--- src/sv/nrp_pkg.sv ---
// ----------------------------------------------------------------------------
// nrp_pkg: shared types and constants of the nested region profiler
// Table and stack sizes, command and status codes, memory records and the
// request bundles that the controller sends to the two memories.
// ----------------------------------------------------------------------------
package nrp_pkg;

  // Unit table size; a power of two no larger than the 12-bit unit index space
  localparam int unsigned UNIT_COUNT = 4096;
  localparam int unsigned UNIT_W     = $clog2(UNIT_COUNT);

  // Nest stack size
  localparam int unsigned NEST_DEPTH = 16;
  localparam int unsigned NEST_AW    = (NEST_DEPTH > 1) ? $clog2(NEST_DEPTH) : 1;
  localparam int unsigned LEVEL_W    = $clog2(NEST_DEPTH + 1);

  // Field widths of the stream payloads
  localparam int unsigned IDX_IN_W = 12;
  localparam int unsigned CNT_W    = 64;
  localparam int unsigned HIT_W    = 32;

  typedef enum logic [1:0] {
    CMD_START  = 2'd0,
    CMD_FINISH = 2'd1,
    CMD_READ   = 2'd2,
    CMD_NONE   = 2'd3
  } cmd_e;

  typedef enum logic [1:0] {
    ST_OK    = 2'd0,
    ST_FULL  = 2'd1,
    ST_EMPTY = 2'd2,
    ST_ROOT  = 2'd3
  } status_e;

  // Counters of one unit; hits in the lowest bits so the record is the result tdata
  typedef struct packed {
    logic [CNT_W-1:0] bytes;
    logic [CNT_W-1:0] excl;
    logic [CNT_W-1:0] incl;
    logic [HIT_W-1:0] hits;
  } unit_rec_t;

  // One open region; parent is the unit that was on top when it was pushed
  typedef struct packed {
    logic [UNIT_W-1:0] unit;
    logic [UNIT_W-1:0] parent;
    logic [CNT_W-1:0]  start;
    logic [CNT_W-1:0]  saved;
  } nest_ent_t;

  typedef struct packed {
    logic              rd_en;
    logic [UNIT_W-1:0] rd_addr;
    logic              wr_en;
    logic [UNIT_W-1:0] wr_addr;
    unit_rec_t         wr_data;
  } tbl_req_t;

  typedef struct packed {
    logic      rd_en;
    logic      push;
    logic      pop;
    nest_ent_t push_ent;
  } nest_req_t;

endpackage

--- src/sv/nrp_nest_stack.sv ---
// ----------------------------------------------------------------------------
// nrp_nest_stack: stack of open regions
// Small synchronous memory with the fill level and the unit of the top entry.
// The read always targets the top entry; read data holds until the next read.
// ----------------------------------------------------------------------------
module nrp_nest_stack import nrp_pkg::*; (
  input  logic               clk_i,
  input  logic               rst_ni,
  input  nest_req_t          req_i,
  output logic [LEVEL_W-1:0] level_o,
  output logic [UNIT_W-1:0]  top_unit_o,
  output nest_ent_t          rd_data_o
);

  nest_ent_t          mem_q [NEST_DEPTH];
  nest_ent_t          rd_data_q;
  logic [LEVEL_W-1:0] level_q, level_d;
  logic [UNIT_W-1:0]  top_unit_q, top_unit_d;
  logic [LEVEL_W-1:0] level_m1;

  assign level_m1 = level_q - 1'b1;

  always_ff @(posedge clk_i) begin
    if (req_i.push) begin
      mem_q[level_q[NEST_AW-1:0]] <= req_i.push_ent;
    end
    if (req_i.rd_en) begin
      rd_data_q <= mem_q[level_m1[NEST_AW-1:0]];
    end
  end

  always_comb begin
    level_d    = level_q;
    top_unit_d = top_unit_q;
    if (req_i.push) begin
      level_d    = level_q + 1'b1;
      top_unit_d = req_i.push_ent.unit;
    end else if (req_i.pop) begin
      // the popped entry remembers which unit encloses it
      level_d    = level_m1;
      top_unit_d = rd_data_q.parent;
    end
  end

  always_ff @(posedge clk_i or negedge rst_ni) begin
    if (!rst_ni) begin
      level_q    <= '0;
      top_unit_q <= '0;
    end else begin
      level_q    <= level_d;
      top_unit_q <= top_unit_d;
    end
  end

  assign level_o    = level_q;
  assign top_unit_o = top_unit_q;
  assign rd_data_o  = rd_data_q;

  a_level_bound: assert property (@(posedge clk_i) disable iff (!rst_ni)
    level_q <= LEVEL_W'(NEST_DEPTH))
    else $error("nest level beyond stack depth");

  a_push_grows: assert property (@(posedge clk_i) disable iff (!rst_ni)
    req_i.push |=> level_q == LEVEL_W'($past(level_q) + 1'b1))
    else $error("push did not advance the level");

  a_pop_shrinks: assert property (@(posedge clk_i) disable iff (!rst_ni)
    req_i.pop && !req_i.push |=> level_q == LEVEL_W'($past(level_q) - 1'b1))
    else $error("pop did not drop the level");

  a_no_pop_empty: assert property (@(posedge clk_i) disable iff (!rst_ni)
    req_i.pop |-> level_q != '0)
    else $error("pop on empty stack");

endmodule

--- config.mk ---
export PLATFORM = sky130hd
export DESIGN_NAME = nrp_nest_stack
export DESIGN_NICKNAME = d
export VERILOG_FILES = /design/src/sv/nrp_pkg.sv /design/src/sv/nrp_nest_stack.sv
export SDC_FILE = /design/constraint.sdc
export NUM_CORES = 2
export LEC_CHECK = 0
export BUFFER_PORTS_ARGS = -buffer_cell sky130_fd_sc_hd__clkbuf_2
export CAP_MARGIN = 10
export CORE_MARGIN = 2
export CORE_UTILIZATION = 61
export CTS_BUF_LIST = sky130_fd_sc_hd__clkbuf_8 sky130_fd_sc_hd__clkbuf_16
export CTS_CLUSTER_SIZE = 20
export DETAILED_ROUTE_END_ITERATION = 6
export GPL_TIMING_DRIVEN = 0
export PLACE_DENSITY = 0.87
export SYNTH_ARGS = -nofsm -noshare
export SYNTH_HDL_FRONTEND = slang
export SYNTH_SLANG_ARGS = --single-unit
--- constraint.sdc ---
create_clock -name clk_i -period 24 [get_ports clk_i]
set_input_delay 0 -clock clk_i [delete_from_list [all_inputs] [get_ports clk_i]]
set_output_delay 0 -clock clk_i [all_outputs]
set_load 0.02 [all_outputs]
== After elaboration in Yosys (flattened, before gate mapping) ==
Memory sizes are Yosys's and may differ from the RTL's. A register that Yosys moved wholly into a read port is not among the register bits.
Index checks and enable logic that the tools add are counted.

* Input port bits: 157
* Memories kept: 1
* Output and inout bits: 169
* Register bits: 17
* RAM bits: 2,432
* Logic and storage cells: 12

{| class="wikitable"
|+ Memories
! name !! words !! width !! rd ports !! clocked after Yosys merged registers in !! wr ports !! RTL line !! text
|-
| mem_q || 16 || 152 || 1 || 1 || 1 || nrp_nest_stack.sv:15 || <nowiki>nest_ent_t mem_q [NEST_DEPTH];</nowiki>
|}

* Multiplexer cells: 6
* $add $sub $neg: 2
* Reductions and logical operators: 1

{| class="wikitable"
|+ Operators with widths
! operator !! count
|-
| 12-bit two-way mux || 2
|-
| 5-bit two-way mux || 2
|-
| 5-bit by 1-bit adder with 5-bit output, second input constant || 1
|-
| 5-bit by 1-bit subtractor with 5-bit output, second input constant || 1
|-
| 1-bit two-way mux || 2
|-
| 2-bit nonzero test || 1
|}

== Longest topological paths before layout ==
* Depth after elaboration: 3
* Gate-level depth with buffers: 14
* Mapped depth without buffers: 6

== Worst setup path before layout ==
Ideal clock, no wire load.

* Path type: reg2reg
* Start point: reg level_q[0] (netlist: level_o[0])
* End point: mem mem_q[12][0] (netlist name) (enable)
* Buffers on the path: 5
* Required time: 23,334 ps
* Library setup time: 666 ps
* Period minus slack after synthesis: 8,816 ps
* Arrival: 8,150 ps
* Setup slack: 15,184 ps
* Cell stages (with the launch flop): 10
* Cells stage by stage: dfrtp_1 clkbuf_1 buf_2 buf_2 inv_2 clkbuf_1 ha_1 buf_4 nand2_1 nor2_1

{| class="wikitable"
|+ RTL lines
! item !! RTL line !! text
|-
| start, declared || nrp_nest_stack.sv:17 || <nowiki>logic [LEVEL_W-1:0] level_q, level_d;</nowiki>
|-
| start signal, assigned || nrp_nest_stack.sv:50 || <nowiki>level_q <= level_d;</nowiki>
|-
| end, declared || nrp_nest_stack.sv:15 ||
|}

Straight into the memory's write port.

== Worst setup path after layout ==
* Start point: reg level_q[0] (netlist: level_o[0])
* End point: reg rd_data_o[24] (netlist name)

* Cells in the longest elaborated chain, start to end: 1

{| class="wikitable"
|+ Ends and longest elaborated chain
! item !! RTL line !! text
|-
| 5-bit by 1-bit subtractor with 5-bit output || nrp_nest_stack.sv:21 || <nowiki>assign level_m1 = level_q - 1'b1;</nowiki>
|}

Every way passes these cells.
A chain may end at the register's enable or synchronous reset.

==> flow_metrics.py <==
metrics = {
    "placed_design": {
        "hpwl_mm": 158,
        "place.gp.congestion": 0.767,
        "numPortBuffers": 324,
        "dpl_cell_area_um2": 104000,
        "dp_cells": 6232,
    },
    "global_routing": {
        "grt_max_degree": 58,
        "grt_pass1_vias": 50600,
        "globalRouteTotalUtil": 0.362,
        "overflow": 0,
        "antenna_found_initial": 36,
        "grt_pass1_wl_mm": 402,
    },
    "detailed_routing": {
        "antenna_left": 0,
        "drt-initial-drc-count": 9552,
        "drt-total-wl_mm": 289,
        "dr.pass1.iters": 6,
        "vias": 49900,
        "viasPerCell": 7.28,
        "drc": 0,
        "wire_per_inst_um": 42.2,
    },
    "sta": {
        "drv_slew": 0,
        "setup_viol": 0,
        "skew_ps": 30.9,
        "hold_violations": 0,
        "slew_headroom": 0.0339,
        "min_period_ps": 6660,
        "rsz0062_at_grt": "false",
        "tns_ps": 0,
        "tightest_slew_ps": 1450,
        "fin_crit_sh": 0.278,
        "fmax_ghz": 0.150,
    },
    "outcome": {
        "status": "finished clean",
    },
    "pwr": {
        "ir_drop_mv": 0.114,
        "power_leakage_uw": 0.0365,
        "power.density_nw_per_um2": 138,
        "finalPower_uw": 15600,
    },
    "final_layout": {
        "nets": 4715,
        "area_delta_synth_final_pct": 16.9,
        "finalInstanceArea_um2": 113000,
        "seq_area_um2": 78000,
        "final_common_cell": "edfxtp_1",
        "n_fill_cell": 7921,
        "layout_common_cells": "edfxtp_1, mux4_2, clkbuf_2, clkbuf_16, dlygate4sd3_1",
        "multi_input_area_um2": 17900,
        "drive_above_1_share": 0.347,
        "instances_no_fill": 6849,
    },
    "clocking": {
        "clk_path_buf_depth": 3,
        "cts_resized": 0,
        "numCtsBuffers": 234,
        "cts_sinks": 2601,
        "insertion_delay_ps": 900,
        "tritoncts": "done",
        "path_clk_slew_ps": 80,
        "htreeDepth": 4,
        "cts.root.buffer_cell": "clkbuf_16",
    },
    "yosys": {
        "synth_area_um2": 96900,
        "synthCells": 3706,
        "synth_seq_cells": 2601,
        "ys_types": 33,
        "ys_warn_count": 0,
        "seq_area_frac_synth": 0.806,
        "postSynthAreaPerCell_um2": 26.1,
        "syn-num-nets": 3867,
    },
    "floorplan": {
        "initial_utilization": 0.613,
        "pin_count": 326,
        "die-area_um2": 162000,
        "core_um2": 158000,
        "rows": 146,
        "die_x_um": 402,
        "die_h_um": 402,
    },
    "worst_setup_path": {
        "worstPathMaxFanout": 11,
        "required_ps": 24670,
        "arrival_ps": 7330,
        "endpoint_kind": "register",
        "start_kind": "register",
        "crit_type": "register to register",
    },
    "flow_run": {
        "cap_violations": 0,
    },
    "worst_hold_path": {
        "holdCritPathClass": "input pin to register",
    },
}
-- worst max-delay path, stage by stage, from the launching register on --
cell and delay [ps]:
dfrtp_1 610, clkbuf_1 280, buf_2 590, buf_2 490
inv_2 80, clkbuf_1 460, ha_1 560, buf_2 470
clkbuf_1 680, buf_16 250, clkbuf_1 600, nor2_1 420
a221oi_1 510, a32o_1 420
-- cell families after synthesis --
| logic type | after synthesis | synth area share |
|---|---|---|
| compound gates | 33 | 0.00262 |
| xor+xnor | 7 | 0.000827 |
| fa+ha+maj | 4 | 0.000517 |
| buf+inv | 184 | 0.0112 |
| flops | 2601 | 0.806 |
| mux | 772 | 0.175 |
| simple gates | 105 | 0.00461 |
-- per-stage QoR --
| stage | util | setup slack (ps) | hold WS, ps |
|---|---|---|---|
| floorplan | - | 15180 | -296 |
| global route | 0.716 | 17510 | 96.3 |
| CTS | 0.716 | 17540 | 18.2 |
| finish | 0.717 | 17340 | 67.6 |
| global placement | 0.640 | 6140 | -16.2 |
| detailed placement | 0.658 | 17680 | -1.13 |
-- what timing repair did --
action | 4_1_cts | 5_1_grt
hold buffers | 157 | 0
endpoints found under the hold margin | 2522 | 0
buffers inserted | 0 | 0
-- flip-flops by register name (all words and copies together) (netlist names) --
signal and cells:
rd_data_o 152, top_unit_o 12, mem_q 2432, level_o 5
-- final timing paths --
kind,to,depth (start not counted),start,slack (ps)
hold reg to reg,level_o[4]$_DFFE_PN0P_,1,level_o[4]$_DFFE_PN0P_,560
setup reg to reg,rd_data_o[24]$_DFFE_PP_,13,level_o[0]$_DFFE_PN0P_,17340
min in group asynchronous,level_o[1]$_DFFE_PN0P_,3,rst_ni,390
hold / removal,mem_q[3][85]$_DFFE_PP_,2,req_i[85],70
max in group asynchronous,top_unit_o[1]$_DFFE_PN0P_,3,rst_ni,22970
setup / recovery,rd_data_o[24]$_DFFE_PP_,13,level_o[0]$_DFFE_PN0P_,17340
-- synthesized netlist by cell type, drive strengths merged --
cell | count | share of area
mux4 | 733 | 0.17
o41ai | 1 | 0.000090
a221o | 1 | 0.00010
xor2 | 4 | 0.00056
dfrtp | 17 | 0.0044
o21ai | 12 | 0.00062
xnor2 | 3 | 0.00027
buf | 100 | 0.0079
nor2b | 1 | 0.000065
nand2b | 6 | 0.00039
clkbuf | 82 | 0.0032
nand4 | 1 | 0.000065
ha | 4 | 0.00052
nor2 | 20 | 0.00078
and2 | 1 | 0.000065
a221oi | 9 | 0.00081
a32o | 9 | 0.00093
inv | 2 | 0.000077
nand3 | 18 | 0.00093
nor3 | 1 | 0.000052
mux2i | 30 | 0.0031
edfxtp | 2584 | 0.80
mux2 | 9 | 0.0010
or2 | 1 | 0.000065
nand3b | 1 | 0.000078
o22ai | 1 | 0.000065
nand2 | 55 | 0.0021
-- cell type report --
cell class                      instances  area share
Antenna cell                           27    0.000597
Buffer                                182     0.00948
Clock buffer                          235      0.0519
Clock inverter                        197      0.0150
Inverter                                2   0.0000663
Multi-Input combinational cell        921       0.158
Sequential cell                      2601       0.689
Tap cell                             2072      0.0229
Timing Repair Buffer                  612      0.0531
-- metal layers --
metal,GRT usage,wire [µm],vias to the layer above
met2,0.573,140000,5204
met1,0.477,90900,25700
met5,0,209,-
li1,-,-,17900
met4,0.187,17700,34
met3,0.0883,40000,974
-- report_power, final --
part           internal [µW]  switching (µW)  leakage, µW  total (µW)
Clock                   2060            1760      0.00384        3810
Combinational           2480            3310      0.00898        5790
Sequential              5720             259       0.0237        5980
Total                  10300            5320       0.0365       15600
Note: power is estimated with default switching activity, not from simulation.
